$ cat src/design/gdil3_pkg.sv
// Shared types, constants and helpers of the 3x3 grayscale dilation block.
package gdil3_pkg;

  localparam int PIX_W    = 8;
  localparam int WIDTH_W  = 11;
  localparam int HEIGHT_W = 13;
  localparam int CFG_IDX_W  = 2;
  localparam int CFG_DATA_W = 13;

  localparam logic [WIDTH_W-1:0]  WIDTH_RESET  = 11'd640;
  localparam logic [HEIGHT_W-1:0] HEIGHT_RESET = 13'd480;

  localparam logic [CFG_IDX_W-1:0] REG_IMAGE_WIDTH  = 2'd0;
  localparam logic [CFG_IDX_W-1:0] REG_IMAGE_HEIGHT = 2'd1;

  localparam int QDEPTH = 4;
  localparam int QPTR_W = $clog2(QDEPTH);
  localparam int QCNT_W = $clog2(QDEPTH + 1);

  typedef logic [PIX_W-1:0] pix_t;

  typedef struct packed {
    pix_t col_max;
    logic win;
    logic eol;
    logic eof;
  } item_t;

  function automatic pix_t max8(input pix_t a, input pix_t b);
    return (a > b) ? a : b;
  endfunction

endpackage

$ cat src/design/gdil3_back.sv
// Back part: combines column maxima into the window maximum and holds the result word.
module gdil3_back import gdil3_pkg::*; (
  input  logic  clk,
  input  logic  rst_n,
  input  logic  q_valid,
  input  item_t q_head,
  output logic  q_pop,
  output logic  out_empty,
  input  logic  out_pop,
  output pix_t  out_dilated,
  output logic  out_end_of_line,
  output logic  out_end_of_frame
);

  pix_t left_r, centre_r;
  logic out_v_r;
  pix_t out_dil_r;
  logic out_eol_r, out_eof_r;
  logic adv;
  pix_t win_max;

  assign adv     = q_valid && (!out_v_r || out_pop);
  assign q_pop   = adv;
  assign win_max = max8(max8(left_r, centre_r), q_head.col_max);

  always_ff @(posedge clk) begin
    if (!rst_n) begin
      left_r   <= '0;
      centre_r <= '0;
      out_v_r  <= 1'b0;
    end else begin
      if (adv) begin
        left_r   <= centre_r;
        centre_r <= q_head.col_max;
        out_v_r  <= q_head.win;
      end else if (out_pop) begin
        out_v_r <= 1'b0;
      end
    end
  end

  always_ff @(posedge clk) begin
    if (adv && q_head.win) begin
      out_dil_r <= win_max;
      out_eol_r <= q_head.eol;
      out_eof_r <= q_head.eof;
    end
  end

  assign out_empty        = !out_v_r;
  assign out_dilated      = out_dil_r;
  assign out_end_of_line  = out_eol_r;
  assign out_end_of_frame = out_eof_r;

  a_eof_has_eol: assert property (@(posedge clk) disable iff (!rst_n)
    out_v_r |-> (!out_eof_r || out_eol_r))
    else $error("end of frame without end of line");

endmodule
$ cat config.mk
export PLATFORM = sky130hd
export DESIGN_NAME = gdil3_back
export DESIGN_NICKNAME = d
export VERILOG_FILES = /design/src/design/gdil3_pkg.sv /design/src/design/gdil3_back.sv
export SDC_FILE = /design/constraint.sdc
export NUM_CORES = 1
export LEC_CHECK = 0
export ABC_CLOCK_PERIOD_IN_PS = 3000
export BUFFER_PORTS_ARGS = -buffer_cell sky130_fd_sc_hd__buf_4
export CAP_MARGIN = 5
export CORE_ASPECT_RATIO = 0.5
export CORE_MARGIN = 10
export CORE_UTILIZATION = 40
export DETAILED_ROUTE_END_ITERATION = 12
export GPL_TIMING_DRIVEN = 1
export PLACE_DENSITY = 0.62
export SLEW_MARGIN = 20
export SYNTH_ARGS = -nofsm -noshare
export SYNTH_HDL_FRONTEND = slang
export SYNTH_SLANG_ARGS = --single-unit
$ cat constraint.sdc
create_clock -name clk -period 3 [get_ports clk]
set_input_delay 0 -clock clk [delete_from_list [all_inputs] [get_ports clk]]
set_output_delay 0 -clock clk [all_outputs]
set_load 0.01 [all_outputs]
==> metrics.md, run 1 <==
| Metric | Value |
|---|---|
| Status | `finished, final reports clean` |
| Setup TNS | `0 ps` |
| Area contributors post-synth | `dfxtp_1 (21%), edfxtp_1 (19%), ha_1 (12%), nand2_1 (9.8%), a21boi_0 (7.9%)` |
| Post-synthesis sequential area ratio | `0.3972` |
| DRT iter0 DRCs | `69` |
| R2r setup slk | `50 ps` |
| CP delay by family, top | `compound AO/OA/AOI/OAI gates` |
| H-Tree Level Count | `1` |
| Max Clk Rate | `339.5 MHz` |
| Reg2reg end | `out_dilated[3]$_DFFE_PP_` |
| Finished Core Util | `0.5973` |
| Setup CP Type | `flop to flop` |
| Port Buf Inserts | `26` |
| Root buffer cell | `clkbuf_8` |
| Number of routed nets with antenna violations | `0` |
| Startpoint Class | `flop` |
| R2r worst-path depth | `14` |
| All-Layer GR Usage | `0.1176` |
| Vias per Instance | `5.034` |
| Crit path to | `out_dilated[3]$_DFFE_PP_` |
| Worst VDD drop | `0.1470 mV` |
| Standard-cell rows | `16` |
| Sw frac | `0.3039` |
| Core area | `0.003884 mm^2` |
| Pre-CTS WS | `12.05 ps` |
| Most common cell on crit path | `ha_4` |
| DR WL/cell | `14.75 um` |
| Total of max-cap violations | `0` |
| CTS Buffer Depth | `2` |
| Die H | `64.90 um` |
| Final setup skew | `3.713 ps` |
| Pint | `646.4 uW` |
| RSZ-0062 raised after global routing | `yes` |
| CP cell instances | `inv_2, ha_4, nor2b_1, o211ai_1, a211o_4, a21bo_1, nand2_2, ha_4, a211o_1, o211ai_2, a31oi_2, buf_6, a21oi_2, a31oi_1` |
| Nets | `270` |
| DRC violations left | `0` |
| Crit end category | `flop` |
| Antenna Cells | `0` |
| Ys Warns | `0` |
| First drt pass iteration count | `4` |
| Total gr overflow | `0` |
| CP startpoint | `centre_r[1]$_SDFFE_PN0P_` |
| Min-delay worst type | `input port to flop` |
| Final setup viols | `0` |
| Worst EP required | `3030 ps` |
| Syn Nets | `214` |
| I/O pin count | `27` |
| Final Hold Viols | `0` |
| Comb power frac | `0.319` |
| Least-Margin Pin Slew | `331.4 ps` |
| Cells after synthesis | `183` |
| Cell variety after synth | `29` |
| CP arrival | `2970 ps` |
| Chip Width | `109.8 um` |
| Clock network power share | `0.240` |
| Cts bufs inserted | `3` |
| Post-Synthesis Cell Area | `0.001613 mm^2` |
| Slowest stage delay, CP | `390 ps` |
| Total power | `928.6 uW` |
| PD cells | `400.3 mW/mm^2` |
| Clock Pin Slew Worst Setup and Hold Paths | `90 ps` |
| CTS Sinks | `27` |
| Reg-to-Reg Start | `centre_r[1]$_SDFFE_PN0P_` |
| Switching pwr | `282.2 uW` |
| Slowest cell on crit path | `a211o_4` |
| Max-slew violation count | `0` |
| Starting Density | `0.4153` |
| DRT Wirelength | `4.308 mm` |
| Worst skew pair latency | `280 ps` |
| Hold WS | `17.18 ps` |
| Worst slew margin | `0.7788` |
| Seq pwr share | `0.441` |
| CP Max Fanout | `8` |
| Static Leak | `0.9611 nW` |
| Slack of the critical path | `54.67 ps` |
| Period minus WS final | `2945 ps` |
| Pin count of the biggest net entering global routing | `18` |
| Syn Area/Cell | `8.813 um^2` |
| Final HPWL DP | `3.022 mm` |
| Most frequent cells in the layout | `buf_4 (45), nand2_1 (40), inv_1 (17), a21boi_0 (17), dfxtp_1 (15)` |
| Number of global-route vias before repair | `1350` |
| Layout cells sized above 1 | `0.3739` |
| GP Congestion | `0.8789` |
| Initial antenna violation count | `0` |
| First-pass GRT wire length | `6.665 mm` |
| Crit path buffers/inverters | `2` |
| Die area | `0.007126 mm^2` |
| Cell taking the most area after synthesis | `dfxtp_1` |
| Layout area overhead | `43.83%` |
| TritonCTS clock tree | `done` |
| Final period utilization | `0.9818` |
| Synth Register Bits | `27` |
| WP depth | `14` |
| Commonest non-fill, non-tap cell in the layout | `buf_4` |
| Via count | `1470` |
| Synth top area share | `0.2110` |
sequential cells by signal, summed over array words and instances, names as in the netlist:
register	flops
centre_r	8
out_v_r	1
out_end_of_frame	1
out_dilated	8
out_end_of_line	1
left_r	8
worst register-to-register path, stage by stage, from the launching register on:
cell	delay (ps)
dfxtp_2	350
inv_2	50
ha_4	260
nor2b_1	110
o211ai_1	110
a211o_4	390
a21bo_1	220
nand2_2	100
ha_4	200
a211o_1	300
o211ai_2	100
a31oi_2	140
buf_6	170
a21oi_2	140
a31oi_1	60
metal layers:
metal | up-vias | GRT usage | wire length (um)
li1 | 748 | - | -
met1 | 665 | 0.1594 | 2035
met4 | 0 | 0.04032 | 55
met2 | 50 | 0.1721 | 1815
met3 | 7 | 0.03550 | 402
met5 | - | 0 | 0
Yosys cell counts, drive strengths merged:
master / count
nand3: 8
a211o: 2
a31oi: 9
buf: 3
nor2: 2
nand2b: 1
o211ai: 3
ha: 16
inv: 18
nand2: 42
nand4: 5
a21boi: 17
o21ai: 2
a21bo: 7
clkinv: 1
a21o: 1
edfxtp: 10
a21oi: 12
dfxtp: 17
and2: 2
nor2b: 2
clkbuf: 3
cell families after synthesis:
group / count (synthesis) / share of synthesized area
simple gates: 62 / 0.1699
flops: 27 / 0.3972
fa+ha+maj: 16 / 0.1241
compound gates: 53 / 0.2389
buf+inv: 25 / 0.06982
worst min path at each step:
stage	start	to	slack, ps	cells past startpoint
CTS	q_head[5]	centre_r[2]$_SDFFE_PN0P_	5	3
global route	q_head[5]	centre_r[2]$_SDFFE_PN0P_	20	3
global placement	q_head[1]	out_end_of_line$_DFFE_PP_	180	1
finish	out_pop	out_v_r$_SDFFE_PN0P_	20	3
floorplan	q_head[0]	out_end_of_frame$_DFFE_PP_	100	0
detailed placement	q_head[1]	out_end_of_line$_DFFE_PP_	180	1
power by group through the flow:
stage	sequential, mW	combinational (mW)	clock (mW)
after floorplan	0.422	0.131	0
after CTS	0.409	0.243	0.230
after global placement	0.417	0.212	0
after global routing	0.411	0.327	0.240
final	0.409	0.296	0.223
after detailed placement	0.417	0.214	0
cell type report:
cell class	count	area (um^2)
Clock buffer	4	48.80
Fill cell	333	1564
Inverter	19	71.32
Multi-Input combinational cell	131	1026
Sequential cell	27	643.1
Tap cell	54	67.56
Timing Repair Buffer	57	462.9
timing repair:
item	CTS	global route
setup buffers	3	5
hold buffers	8	0
endpoints found under the hold margin	8	0
pin swaps	3	15
resized for setup	6	30
endpoints found under the setup margin	7	8
metrics by stage:
stage / instances / cell area (um^2)
2_1_floorplan: 183 / 1613
4_1_cts: 287 / 2113
3_5_place_dp: 272 / 1947
6_report: 292 / 2320
3_3_place_gp: 272 / 1947
5_1_grt: 292 / 2320
No activity file was read; power rests on OpenSTA's default activity.
==> run 2, diff against run 1 <==
- ABC_CLOCK_PERIOD_IN_PS: 3000 -> 3300
- CORE_MARGIN: 10 -> 2
- PLACE_DENSITY: 0.62 -> 0.6
- REMOVE_ABC_BUFFERS: unset -> 1
- clock period: 3 -> 3.3 ns (I/O delays scaled with it)
==> metrics.md, run 2 (synthesis results as in run 1) <==
| Metric | Value |
|---|---|
| Worst slew margin | `0.7808 (+0.002005)` |
| Non-filler cells in the finished layout | `272 (-6.8%)` |
| Number of routed nets with antenna violations | `0 (unchanged)` |
| Finished Core Util | `0.5074 (-0.08988)` |
| Setup TNS | `0 ps (unchanged)` |
| Standard-cell rows | `16 (unchanged)` |
| Startpoint Class | `flop` |
| Resize count post-CTS | `0 (-6)` |
| Final setup skew | `2.040 ps (-1.673 ps)` |
| Core area | `0.003884 mm^2 (unchanged)` |
| Least-Margin Pin Slew | `328.4 ps (-3.004 ps)` |
| Worst EP required | `3410 ps (+380 ps)` |
| First drt pass iteration count | `4 (unchanged)` |
| Comb power frac | `0.252 (-0.067)` |
| All-Layer GR Usage | `0.1717 (+0.05406)` |
| Antenna Cells | `0 (unchanged)` |
| Buffers inserted by post-CTS timing repair | `0 (-3)` |
| Initial antenna violation count | `0 (unchanged)` |
| Final setup viols | `0 (unchanged)` |
| Setup CP Type | `flop to flop` |
| Most frequent cells in the layout | `nand2_1 (42), buf_4 (34), inv_1 (18), a21boi_0 (17), dfxtp_1 (17)` |
| CP arrival | `3190 ps (+220 ps)` |
| Pin count of the biggest net entering global routing | `19 (+1)` |
| Static Leak | `0.8548 nW (-11%)` |
| Pint | `532.6 uW (-18%)` |
| Vias per Instance | `4.949 (-1.7%)` |
| Status | `finished, final reports clean` |
| Sw frac | `0.2897 (-0.01421)` |
| Root buffer cell | `clkbuf_8` |
| Placed cells | `265 (-2.6%)` |
| Slack of the critical path | `216.6 ps (+161.9 ps)` |
| Max-slew violation count | `0 (unchanged)` |
| Layout cells sized above 1 | `0.2202 (-0.1538)` |
| DR WL/cell | `13.35 um (-9.5%)` |
| I/O pin count | `27 (unchanged)` |
| DRC violations left | `0 (unchanged)` |
| CP startpoint | `centre_r[1]$_SDFFE_PN0P_` |
| Worst VDD drop | `0.2019 mV (+37%)` |
| DRT Wirelength | `3.630 mm (-16%)` |
| Seq pwr share | `0.499 (+0.058)` |
| Chip Width | `93.80 um (-15%)` |
| Number of global-route vias before repair | `1247 (-7.6%)` |
| Reg-to-Reg Start | `centre_r[1]$_SDFFE_PN0P_` |
| Crit end category | `flop` |
| Die H | `48.90 um (-25%)` |
| CP Max Fanout | `16 (+8)` |
| Switching pwr | `217.3 uW (-23%)` |
| CTS Buffer Depth | `2 (unchanged)` |
| Starting Density | `0.4153 (unchanged)` |
| RSZ-0062 raised after global routing | `no` |
| TritonCTS clock tree | `done` |
| Die area | `0.004587 mm^2 (-36%)` |
| Total of max-cap violations | `0 (unchanged)` |
| Final Hold Viols | `0 (unchanged)` |
| Total gr overflow | `0 (unchanged)` |
| Worst skew pair latency | `270 ps (about the same)` |
| Min-delay worst type | `input port to flop` |
| Max Clk Rate | `324.3 MHz (-4.5%)` |
| Final HPWL DP | `2.871 mm (-5.0%)` |
| Hold wc startpoint | `q_head[7]` |
| Final period utilization | `0.9344 (-0.04740)` |
| H-Tree Level Count | `1 (unchanged)` |
| Clock Pin Slew Worst Setup and Hold Paths | `90 ps (about the same)` |
| Hold_buf cts | `3 (-5)` |
| Period minus WS final | `3083 ps (+138.1 ps)` |
| Commonest non-fill, non-tap cell in the layout | `nand2_1` |
| Cts bufs inserted | `3 (unchanged)` |
| GP Congestion | `0.8868 (+0.90%)` |
| Nets | `250 (-7.4%)` |
| Pre-CTS WS | `247.7 ps (+235.7 ps)` |
| First-pass GRT wire length | `6.154 mm (-7.7%)` |
| Via count | `1346 (-8.4%)` |
| Port Buf Inserts | `26 (unchanged)` |
| Layout area overhead | `22.19%` |
| Clock network power share | `0.249 (+0.009)` |
| PD cells | `380.5 mW/mm^2 (-4.9%)` |
| DRT iter0 DRCs | `79 (+14%)` |
| CTS Sinks | `27 (unchanged)` |
run 2: cell types whose count changed in the layout (fill, tap and decap cells not counted), sizes merged:
cell	delta
clkinv	+1
buf	-15
dlygate4sd3	-5
clkbuf	-1
run 2: through the flow:
stage	cell area (um^2)	total power [mW]	hold WS, ps
3_5_place_dp	1894	0.5673	181.0
4_1_cts	1971	0.7577	3.043
5_1_grt	1971	0.7958	16.88
3_3_place_gp	1894	0.5651	178.8
6_report	1971	0.7499	12.92
2_1_floorplan	1572	0.4918	98.87
run 2: path summary, 6_finish.rpt:
path	end	slack, ps	cells after the start
worst max-delay path	out_dilated[7]$_DFFE_PP_	220	13
worst min-delay path	centre_r[4]$_SDFFE_PN0P_	10	3
worst max register to register	out_dilated[7]$_DFFE_PP_	220	13
worst min register to register	left_r[0]$_SDFFE_PN0P_	470	2
run 2: worst max-delay path, cell delays in order, from the launching register on:
cell      delay (ps)
dfxtp_1          400
inv_1             60
ha_1             290
nor2b_1          140
o211ai_1          90
a211o_2          420
a21bo_1          260
nand2_1           70
ha_1             240
a211o_1          270
o211ai_2          90
a31oi_2          120
and2_1           240
a31oi_1          230
run 2: per-layer routing:
layer	wire, um	share of wire	up-vias	GRT usage
li1	-	-	708	-
met1	1993	0.55	600	0.2736
met2	1351	0.37	36	0.2405
met3	265	0.073	2	0.03709
met4	19	0.0052	0	0.02174
met5	0	0	-	0
run 2: layout make-up:
type / instances / area, um^2
Fill cell: 369 / 1913
Multi-Input combinational cell: 131 / 859.6
Sequential cell: 27 / 640.6
Timing Repair Buffer: 37 / 285.3
Inverter: 19 / 71.32
Tap cell: 54 / 67.56
Clock buffer: 3 / 41.29
Clock inverter: 1 / 5.005
run 2: power groups by stage:
| stage | Clock [mW] | Sequential (mW) | Combinational (mW) |
|---|---|---|---|
| 2_1_floorplan | 0 | 0.384 | 0.108 |
| 3_3_place_gp | 0 | 0.382 | 0.184 |
| 3_5_place_dp | 0 | 0.382 | 0.185 |
| 4_1_cts | 0.195 | 0.374 | 0.189 |
| 5_1_grt | 0.207 | 0.376 | 0.213 |
| 6_report | 0.187 | 0.374 | 0.189 |
