--- config.mk ---
export PLATFORM = sky130hd
export DESIGN_NAME = gdil3_queue
export DESIGN_NICKNAME = d
export VERILOG_FILES = /design/src/design/gdil3_pkg.sv /design/src/design/gdil3_queue.sv
export SDC_FILE = /design/constraint.sdc
export NUM_CORES = 1
export LEC_CHECK = 0
export BUFFER_PORTS_ARGS = -buffer_cell sky130_fd_sc_hd__buf_2
export CORE_UTILIZATION = 39
export CTS_CLUSTER_DIAMETER = 150
export DETAILED_ROUTE_END_ITERATION = 12
export PLACE_DENSITY = 0.66
export SLEW_MARGIN = 5
export SYNTH_ARGS = -nofsm -noshare
export SYNTH_HDL_FRONTEND = slang
export SYNTH_SLANG_ARGS = --single-unit
export TNS_END_PERCENT = 5
--- constraint.sdc ---
create_clock -name clk -period 2.35 [get_ports clk]
set_input_delay 0.3525 -clock clk [delete_from_list [all_inputs] [get_ports clk]]
set_output_delay 0.3525 -clock clk [all_outputs]
set_load 0.1 [all_outputs]
--- src/design/gdil3_pkg.sv ---
// Shared types, constants and helpers of the 3x3 grayscale dilation block.
package gdil3_pkg;

  localparam int PIX_W    = 8;
  localparam int WIDTH_W  = 11;
  localparam int HEIGHT_W = 13;
  localparam int CFG_IDX_W  = 2;
  localparam int CFG_DATA_W = 13;

  localparam logic [WIDTH_W-1:0]  WIDTH_RESET  = 11'd640;
  localparam logic [HEIGHT_W-1:0] HEIGHT_RESET = 13'd480;

  localparam logic [CFG_IDX_W-1:0] REG_IMAGE_WIDTH  = 2'd0;
  localparam logic [CFG_IDX_W-1:0] REG_IMAGE_HEIGHT = 2'd1;

  localparam int QDEPTH = 4;
  localparam int QPTR_W = $clog2(QDEPTH);
  localparam int QCNT_W = $clog2(QDEPTH + 1);

  typedef logic [PIX_W-1:0] pix_t;

  typedef struct packed {
    pix_t col_max;
    logic win;
    logic eol;
    logic eof;
  } item_t;

  function automatic pix_t max8(input pix_t a, input pix_t b);
    return (a > b) ? a : b;
  endfunction

endpackage

--- src/design/gdil3_queue.sv ---
// Short word queue between the front and back parts.
module gdil3_queue import gdil3_pkg::*; (
  input  logic              clk,
  input  logic              rst_n,
  input  logic              push,
  input  item_t             push_item,
  input  logic              pop,
  output logic              valid,
  output item_t             head,
  output logic [QCNT_W-1:0] count
);

  item_t             slot_r [QDEPTH];
  logic [QPTR_W-1:0] wr_ptr_r, rd_ptr_r;
  logic [QCNT_W-1:0] count_r;

  assign valid = count_r != '0;
  assign head  = slot_r[rd_ptr_r];
  assign count = count_r;

  always_ff @(posedge clk) begin
    if (!rst_n) begin
      wr_ptr_r <= '0;
      rd_ptr_r <= '0;
      count_r  <= '0;
    end else begin
      if (push) begin
        wr_ptr_r <= wr_ptr_r + QPTR_W'(1);
      end
      if (pop) begin
        rd_ptr_r <= rd_ptr_r + QPTR_W'(1);
      end
      count_r <= count_r + QCNT_W'(push) - QCNT_W'(pop);
    end
  end

  always_ff @(posedge clk) begin
    if (push) begin
      slot_r[wr_ptr_r] <= push_item;
    end
  end

  a_no_overflow: assert property (@(posedge clk) disable iff (!rst_n)
    push |-> (count_r < QCNT_W'(QDEPTH) || pop))
    else $error("queue written while full");

  a_no_underflow: assert property (@(posedge clk) disable iff (!rst_n)
    pop |-> count_r != '0)
    else $error("queue read while empty");

endmodule

==> metrics.md, run 1 <==
| Metric | Value |
|---|---|
| Outcome | completed |
| Class of the tightest hold or removal check | in -> reg |
| Number of H-tree levels | 2 |
| Number of nets with antenna violations after detailed routing | 0 |
| Grt peak-use layer | met2 |
| Slew at the pin closest to its max-slew limit | 0.593 ns |
| Average wire per standard cell | 14.9 um |
| Floorplan die height | 74.1 um |
| Estimated wirelength of the detail-placed design | 2130 um |
| Worst skew pair latency | 0.30 ns |
| Final clock period utilization by the worst path | 90.9% |
| Post-synthesis cell count | 99 |
| Clock slew at reported path FFs | 0.09 ns |
| CTS tree | done |
| Setup Viol. Count Final | 0 |
| Total routing resource utilization after global routing | 12.0% |
| Data arrival time of the critical path | 1.78 ns |
| First-pass GRT wire length | 4680 um |
| Worst voltage drop across the vdd grid | 882 uV |
| Starting density of the core | 41.8% |
| Slew HR | 60.4% |
| Most frequent cells in the layout | sky130_fd_sc_hd__edfxtp_1, sky130_fd_sc_hd__buf_2, sky130_fd_sc_hd__mux4_2 |
| Number of buffers on the longest clock path | 2 |
| Worst slack after detailed placement | 0.355 ns |
| Sum of negative setup slack | 0 ns |
| Routability-driven placement congestion ratio | 0.638 |
| Max Slew Vio Count | 0 |
| Number of global-route vias before repair | 968 |
| Met2 Usage GRT | 21.2% |
| Capturing element type of the critical path | primary output |
| DRC errors left | 0 |
| Standard-cell rows | 25 |
| Clk sink count | 53 |
| Ratio of routed vias to standard cells | 4.66 |
| Placeable core region | 4850 um^2 |
| Startpoint Class | flop |
| Worst setup slack after layout | 0.214 ns |
| Category of the most critical setup path | reg -> out |
| Fraction of final layout cells sized beyond drive strength 1 | 36.3% |
| Buffer type at the clock tree root | sky130_fd_sc_hd__clkbuf_8 |
| Unrepaired setup endpoints after global routing | no |
| Cell area after technology mapping | 2030 um^2 |
| Largest stage delay, worst path | 0.51 ns |
| Die extent in x | 74.1 um |
| Count of unique library cells instantiated by Yosys | 18 |
| Count of cells along the worst hold path | 1 |
| Via count | 942 |
| Achievable Freq | 468 MHz |
| Power per Cell Area | 979 nW/um^2 |
| DRT iter0 DRCs | 35 |
| Sequential element share of the synthesized area | 74.1% |
| Max cap viols | 0 |
| Largest fanout on the critical path | 6 |
| Number of antenna violations at the first check in global routing | 0 |
| Cell-by-cell trace of the critical path | buf_4 -> mux4_2 -> buf_2 |
| Pin count of the biggest net entering global routing | 16 |
| TritonCTS buffer count | 5 |
| Area added between synthesis and finish | 16.2% |
| Io pins | 30 |
| Global-route track usage on met1 | 13.8% |
| Count of synthesis-stage warnings from yosys | 0 |
| Slowest CP cell | sky130_fd_sc_hd__mux4_2 |
| Final wirelength | 3020 um |
| Overall die area | 5490 um^2 |
| Leading cell type in the layout, fill and taps excluded | sky130_fd_sc_hd__edfxtp_1 |
| Count of TritonRoute iterations in the first routing pass | 4 |
| Total count of hold-check failures in the final report | 0 |
| Overall overflow remaining after global route | 0 |
| Diode count | 0 |
| Setup fix buffers added after clock tree synthesis | 0 |
| Req. time, crit path | 2.00 ns |
| Number of I/O port buffers | 29 |
| Total of fill cells in the finished design | 409 |
| Clock Skews | 0.00644 ns |
| Fin crit period | 2.14 ns |
| R2R depth | 7 |
| Synthesized area per cell | 20.5 um^2 |
| Mapped Nets | 121 |
| Leakage dissipation | 0.000856 uW |
| Total of flip-flops plus latches after synthesis | 53 |
| Final net count | 156 |
| Fraction of met3 tracks used by global routing | 3.12% |
registers in the layout, indices dropped and copies added (netlist names), named ones only:
| signal | count |
|---|---|
| slot_r | 44 |
| count | 3 |
| rd_ptr_r | 2 |
| wr_ptr_r | 2 |
metrics by stage:
stage / util [%] / cells / power [uW] / area [um^2] / hold WS (ns)
3_3_place_gp: 46.4 / 194 / 1730 / 2250 / 0.523
2_1_floorplan: - / 99 / 1650 / 2030 / 0.451
6_report: 48.6 / 202 / 2310 / 2360 / 0.266
4_1_cts: 48.6 / 202 / 2330 / 2350 / 0.257
3_5_place_dp: 46.4 / 194 / 1750 / 2250 / 0.550
5_1_grt: 48.6 / 202 / 2390 / 2360 / 0.262
synthesized netlist by cell type, drive strengths merged:
cell | n | area (um^2)
mux4 | 11 | 252
inv | 7 | 26.3
buf | 2 | 16.3
a21oi | 1 | 5.00
mux2i | 1 | 10.0
xnor2 | 2 | 17.5
dfxtp | 9 | 180
edfxtp | 44 | 1320
ha | 6 | 75.1
or3 | 1 | 6.26
nand3b | 1 | 7.51
nor2 | 5 | 18.8
fa | 1 | 20.0
a21bo | 1 | 10.0
and2 | 6 | 37.5
xor3 | 1 | 23.8
logic make-up after synthesis:
logic type	after synthesis	share of synthesized area, %
xor gates and xnor gates	3	2.04
muxes	12	12.9
and+or+nand+nor	13	3.46
DFF	53	74.1
adders and majority gates	7	4.69
AOI/OAI and AO/OA	2	0.741
buffers and inverters	9	2.10
final timing paths:
check,startpoint,endpoint,slack [ns]
worst max-delay path,flop,head[9],0.21
worst min-delay path,push_item[10],slot_r[0][10],0.27
worst max register to register,count[0],count[2],0.55
worst min register to register,rd_ptr_r[1],rd_ptr_r[1],0.57
critical path: cells and delay by family, from the launching register on:
kind	cells	cell delay (ns)
buf+inv	2	0.53
flops	1	0.45
mux	1	0.51
cell type report:
class / instances / area, um^2 / area share (%)
flip-flops and latches: 53 / 1500 / 63.8
multi-input cells: 37 / 483 / 20.5
repair buffers: 30 / 153 / 6.48
well taps: 67 / 83.8 / 3.56
clock buffers: 6 / 72.6 / 3.08
clock inverters: 2 / 33.8 / 1.43
inverters: 7 / 26.3 / 1.12
per-layer routing:
layer,wire [um],vias up
li1,-,445
met2,1580,27
met4,44,0
met5,0,-
met3,144,5
met1,1250,465
repair_timing:
action / CTS / global route
resized for setup: 0 / 1
hold buffers: 0 / 0
endpoints found under the setup margin: 0 / 6
power by group:
group	total [uW]	switching (uW)	leakage (uW)	internal, uW
registers	1110	33.6	0.000479	1080
clock network	581	266	0.0000528	314
logic	612	471	0.000324	141
total	2310	771	0.000856	1530
Note: power is estimated with default switching activity, not from simulation.
==> run 2: changes to the inputs <==
clock period = 2.43 ns   (was 2.35 ns; I/O delays follow)
==> run 2 against run 1 <==
Clock power fell by 2%. Critical path depth unchanged. Combinational power down 3.9%. Cell area barely moved. Via count up 2.0%.
==> metrics.md, run 2 (same netlist as run 1, synthesis figures left out) <==
| Metric | Value |
|---|---|
| Outcome | completed |
| Pin count of the biggest net entering global routing | 17 |
| Placeable core region | 4850 um^2 |
| Capturing element type of the critical path | primary output |
| Fin crit period | 2.30 ns |
| Slew HR | 58.9% |
| Via count | 961 |
| Leading cell type in the layout, fill and taps excluded | sky130_fd_sc_hd__edfxtp_1 |
| Clk sink count | 53 |
| Final net count | 156 |
| Worst skew pair latency | 0.30 ns |
| Clock slew at reported path FFs | 0.09 ns |
| Max Slew Vio Count | 0 |
| CTS tree | done |
| Number of global-route vias before repair | 1014 |
| Achievable Freq | 436 MHz |
| Ratio of routed vias to standard cells | 4.76 |
| Final clock period utilization by the worst path | 94.4% |
| Largest stage delay, worst path | 0.55 ns |
| Number of nets with antenna violations after detailed routing | 0 |
| Number of buffers on the longest clock path | 2 |
| DRT iter0 DRCs | 48 |
| Setup fix buffers added after clock tree synthesis | 0 |
| Inst Count DP | 194 |
| Post-CTS resize count | 0 |
| Grt peak-use layer | met2 |
| Category of the most critical setup path | reg -> out |
| Most frequent cells in the layout | sky130_fd_sc_hd__edfxtp_1, sky130_fd_sc_hd__buf_2, sky130_fd_sc_hd__mux4_2 |
| Buffer type at the clock tree root | sky130_fd_sc_hd__clkbuf_8 |
| DRC errors left | 0 |
| Number of I/O port buffers | 29 |
| Critical path endpoint | head[3] |
| Standard-cell rows | 25 |
| Reg with most FFs | slot_r |
| Setup Viol. Count Final | 0 |
| Power per Cell Area | 949 nW/um^2 |
| Overall die area | 5490 um^2 |
| Count of hold-fix buffers inserted at cts | 0 |
| Crit. path cell count | 3 |
| Final wirelength | 3040 um |
| Average wire per standard cell | 15.1 um |
| Cell class contributing the biggest share of worst-path delay | buffers and inverters |
| Data arrival time of the critical path | 1.93 ns |
| Total routing resource utilization after global routing | 12.7% |
| Cell-by-cell trace of the critical path | buf_4 -> mux4_2 -> buf_2 |
| Clock Skews | 0.00657 ns |
| Io pins | 30 |
| Total count of hold-check failures in the final report | 0 |
| Req. time, crit path | 2.07 ns |
| Worst voltage drop across the vdd grid | 746 uV |
| Post-Layout Cell Count | 202 |
| Leakage dissipation | 0.000858 uW |
| Slew at the pin closest to its max-slew limit | 0.617 ns |
| Fraction of met3 tracks used by global routing | 3.25% |
| Global-route track usage on met1 | 13.7% |
| Number of antenna violations at the first check in global routing | 0 |
| Internal reg-to-reg setup slack | 0.66 ns |
| First-pass GRT wire length | 4820 um |
| Area added between synthesis and finish | 16.2% |
| Count of TritonRoute iterations in the first routing pass | 4 |
| Buffers and inverters on the worst path | 2 |
| Largest fanout on the critical path | 6 |
| Reg-to-Reg Start | count[0] |
| Count of cells along the worst hold path | 1 |
| Fraction of final layout cells sized beyond drive strength 1 | 35.6% |
| Final hold slack | 0.272 ns |
| Overall overflow remaining after global route | 0 |
| Largest register FFs | 44 |
| Met2 Usage GRT | 22.5% |
| R2R depth | 7 |
| Routability-driven placement congestion ratio | 0.670 |
| Slowest CP cell | sky130_fd_sc_hd__dfxtp_1 |
| Sum of negative setup slack | 0 ns |
| Die extent in x | 74.1 um |
| Startpoint Class | flop |
| Class of the tightest hold or removal check | in -> reg |
| Estimated wirelength of the detail-placed design | 2140 um |
| Max cap viols | 0 |
| TritonCTS buffer count | 5 |
| Capture point of the worst reg-to-reg path | count[2] |
| Starting density of the core | 41.8% |
| Floorplan die height | 74.1 um |
| Number of H-tree levels | 2 |
| Unrepaired setup endpoints after global routing | no |
| Diode count | 0 |
run 2: cell counts in the layout (fill, tap and decap cells not counted):
Identical to the previous run, type by type.
run 2: metrics by stage:
stage                     instance area, um^2  worst slack (ns)  total power, uW  util [%]
final                                    2350             0.135             2230      48.6
after global routing                     2350            0.0209             2330      48.6
after CTS                                2350            0.0813             2250      48.6
after detailed placement                 2250             0.422             1690      46.3
after global placement                   2250             0.465             1680      46.3
after floorplan                          2030            0.0320             1590         -
run 2: report_power, final:
group | internal, uW | switching (uW)
Sequential | 1040 | 33.4
Clock | 306 | 265
Combinational | 135 | 452
run 2: layout make-up:
class                           count  area (um^2)
Timing Repair Buffer               30          153
Inverter                            7         26.3
Clock buffer                        6         72.6
Clock inverter                      2         35.0
Sequential cell                    53         1500
Multi-Input combinational cell     37          483
Fill cell                         419         2490
Tap cell                           67         83.8
run 2: how the worst min path moves through the flow:
| stage | startpoint | end | slack (ns) |
|---|---|---|---|
| final | push_item[3] | slot_r[3][3] | 0.27 |
| after global routing | push_item[3] | slot_r[3][3] | 0.26 |
| after CTS | push_item[3] | slot_r[3][3] | 0.27 |
| after detailed placement | rd_ptr_r[0] | rd_ptr_r[1] | 0.56 |
| after global placement | rd_ptr_r[1] | rd_ptr_r[1] | 0.52 |
| after floorplan | push_item[0] | slot_r[0][0] | 0.46 |
run 2: routing by layer:
metal,routed length [um],vias to the layer above
li1,-,444
met1,1280,481
met2,1600,31
met3,116,5
met4,48,0
met5,0,-
==> run 3: changes to the inputs <==
CORE_UTILIZATION = 55   (was 39)
PLACE_DENSITY = 0.85   (was 0.66)
clock period = 2.6 ns   (was 2.43 ns; I/O delays follow)
==> run 3 against run 2 <==
Critical path depth unchanged. Worst setup slack improved by 0.19 ns. Largest cell class unchanged. Total power decreased by 2.3%. Hold slack improved by 0.029 ns. Wire length decreased by 8.3%. Die area decreased by 28%. Non-clock buffer count unchanged. Count of clock-buffer cells in the layout decreased by 1. Utilization increased by 20 points.
==> metrics.md, run 3 (same netlist as run 1, synthesis figures left out) <==
| Metric | Value |
|---|---|
| Outcome | completed |
| Req. time, crit path | 2.21 ns |
| Max Slew Vio Count | 0 |
| Final clock period utilization by the worst path | 87.6% |
| Capturing element type of the critical path | primary output |
| Routability-driven placement congestion ratio | 0.708 |
| Starting density of the core | 58.9% |
| Achievable Freq | 439 MHz |
| Sum of negative setup slack | 0 ns |
| Final net count | 156 |
| Ratio of routed vias to standard cells | 5.39 |
| Largest register FFs | 44 |
| Average wire per standard cell | 15.4 um |
| Class of the tightest hold or removal check | in -> reg |
| Number of global-route vias before repair | 992 |
| Clk sink count | 53 |
| Slowest CP cell | sky130_fd_sc_hd__mux4_2 |
| Final wirelength | 2790 um |
| Leakage dissipation | 0.000871 uW |
| Worst skew pair latency | 0.30 ns |
| Category of the most critical setup path | reg -> out |
| Io pins | 30 |
| Reg with most FFs | slot_r |
| Worst voltage drop across the vdd grid | 532 uV |
| CTS tree | done |
| Buffer type at the clock tree root | sky130_fd_sc_hd__clkbuf_8 |
| Leading cell type in the layout, fill and taps excluded | sky130_fd_sc_hd__edfxtp_1 |
| Pwr Total | 2180 uW |
| Slew at the pin closest to its max-slew limit | 0.591 ns |
| Data arrival time of the critical path | 1.89 ns |
| Final hold slack | 0.301 ns |
| Clock slew at reported path FFs | 0.09 ns |
| Buffers and inverters on the worst path | 2 |
| Inst Count DP | 173 |
| Cell-by-cell trace of the critical path | buf_4 -> mux4_2 -> buf_2 |
| Setup Viol. Count Final | 0 |
| Power per Cell Area | 928 nW/um^2 |
| Unrepaired setup endpoints after global routing | no |
| Floorplan die height | 62.7 um |
| Startpoint Class | flop |
| Fin crit period | 2.28 ns |
| First-pass GRT wire length | 4600 um |
| Count of hold-fix buffers inserted at cts | 0 |
| Most frequent cells in the layout | sky130_fd_sc_hd__edfxtp_1, sky130_fd_sc_hd__buf_2, sky130_fd_sc_hd__mux4_2 |
| Number of H-tree levels | 2 |
| Via count | 976 |
| Post-CTS resize count | 0 |
| Number of buffers on the longest clock path | 2 |
| Reg-to-Reg Start | count[0] |
| Overall overflow remaining after global route | 0 |
| Clock Skews | 0.00669 ns |
| DRC errors left | 0 |
| Number of nets with antenna violations after detailed routing | 0 |
| TritonCTS buffer count | 5 |
| Area added between synthesis and finish | 16.2% |
| Number of I/O port buffers | 29 |
| Origin of the worst min-delay path | push_item[8] |
| Post-Layout Cell Count | 181 |
| Cell class contributing the biggest share of worst-path delay | buffers and inverters |
| Setup fix buffers added after clock tree synthesis | 0 |
| Estimated wirelength of the detail-placed design | 1950 um |
| Total routing resource utilization after global routing | 16.8% |
| Pin count of the biggest net entering global routing | 17 |
| Standard-cell rows | 21 |
| Overall die area | 3930 um^2 |
| Die extent in x | 62.7 um |
| Largest fanout on the critical path | 7 |
| Placeable core region | 3440 um^2 |
| Fraction of final layout cells sized beyond drive strength 1 | 36.3% |
| DRT iter0 DRCs | 29 |
| Number of antenna violations at the first check in global routing | 0 |
| Max cap viols | 0 |
| Count of TritonRoute iterations in the first routing pass | 4 |
| Diode count | 0 |
| Slew HR | 60.6% |
| Largest stage delay, worst path | 0.52 ns |
| Total count of hold-check failures in the final report | 0 |
## run 3: changes by cell type in the layout (fill, tap and decap cells not counted)
cell	before	now
sky130_fd_sc_hd__bufinv_16	1	2
sky130_fd_sc_hd__clkbuf_1	1	0
## run 3: worst paths after layout
check / slack [ns] / end / cells past startpoint
setup / recovery: 0.32 / head[8] / 3
hold / removal: 0.30 / slot_r[3][8] / 1
setup reg to reg: 0.85 / count[2] / 7
hold reg to reg: 0.55 / flop / 2
## run 3: cell type report
type | count | area [um^2]
Clock buffer | 5 | 68.8
Clock inverter | 3 | 65.1
Fill cell | 234 | 1090
Inverter | 7 | 26.3
Multi-Input combinational cell | 37 | 483
Sequential cell | 53 | 1500
Tap cell | 46 | 57.6
Timing Repair Buffer | 30 | 153
## run 3: power breakdown
| group | total, uW | switching, uW | internal [uW] |
|---|---|---|---|
| Sequential | 1000 | 29.8 | 975 |
| Combinational | 547 | 421 | 127 |
| Clock | 633 | 251 | 382 |
| Total | 2180 | 701 | 1480 |
## run 3: stage by stage
| stage | worst slack, ns | util [%] | instance area (um^2) |
|---|---|---|---|
| floorplan | 0.202 | - | 2030 |
| global placement | 0.666 | 64.5 | 2220 |
| detailed placement | 0.628 | 64.5 | 2220 |
| CTS | 0.280 | 68.4 | 2350 |
| global route | 0.228 | 68.4 | 2350 |
| finish | 0.323 | 68.4 | 2350 |
## run 3: metal layers
| metal | GRT usage, % | vias to the layer above | part of all wire (%) |
|---|---|---|---|
| met1 | 18.2 | 495 | 41 |
| met5 | 0 | - | 0 |
| met3 | 4.56 | 4 | 4.1 |
| li1 | - | 448 | - |
| met2 | 28.1 | 29 | 53 |
| met4 | 12.2 | 0 | 2.5 |
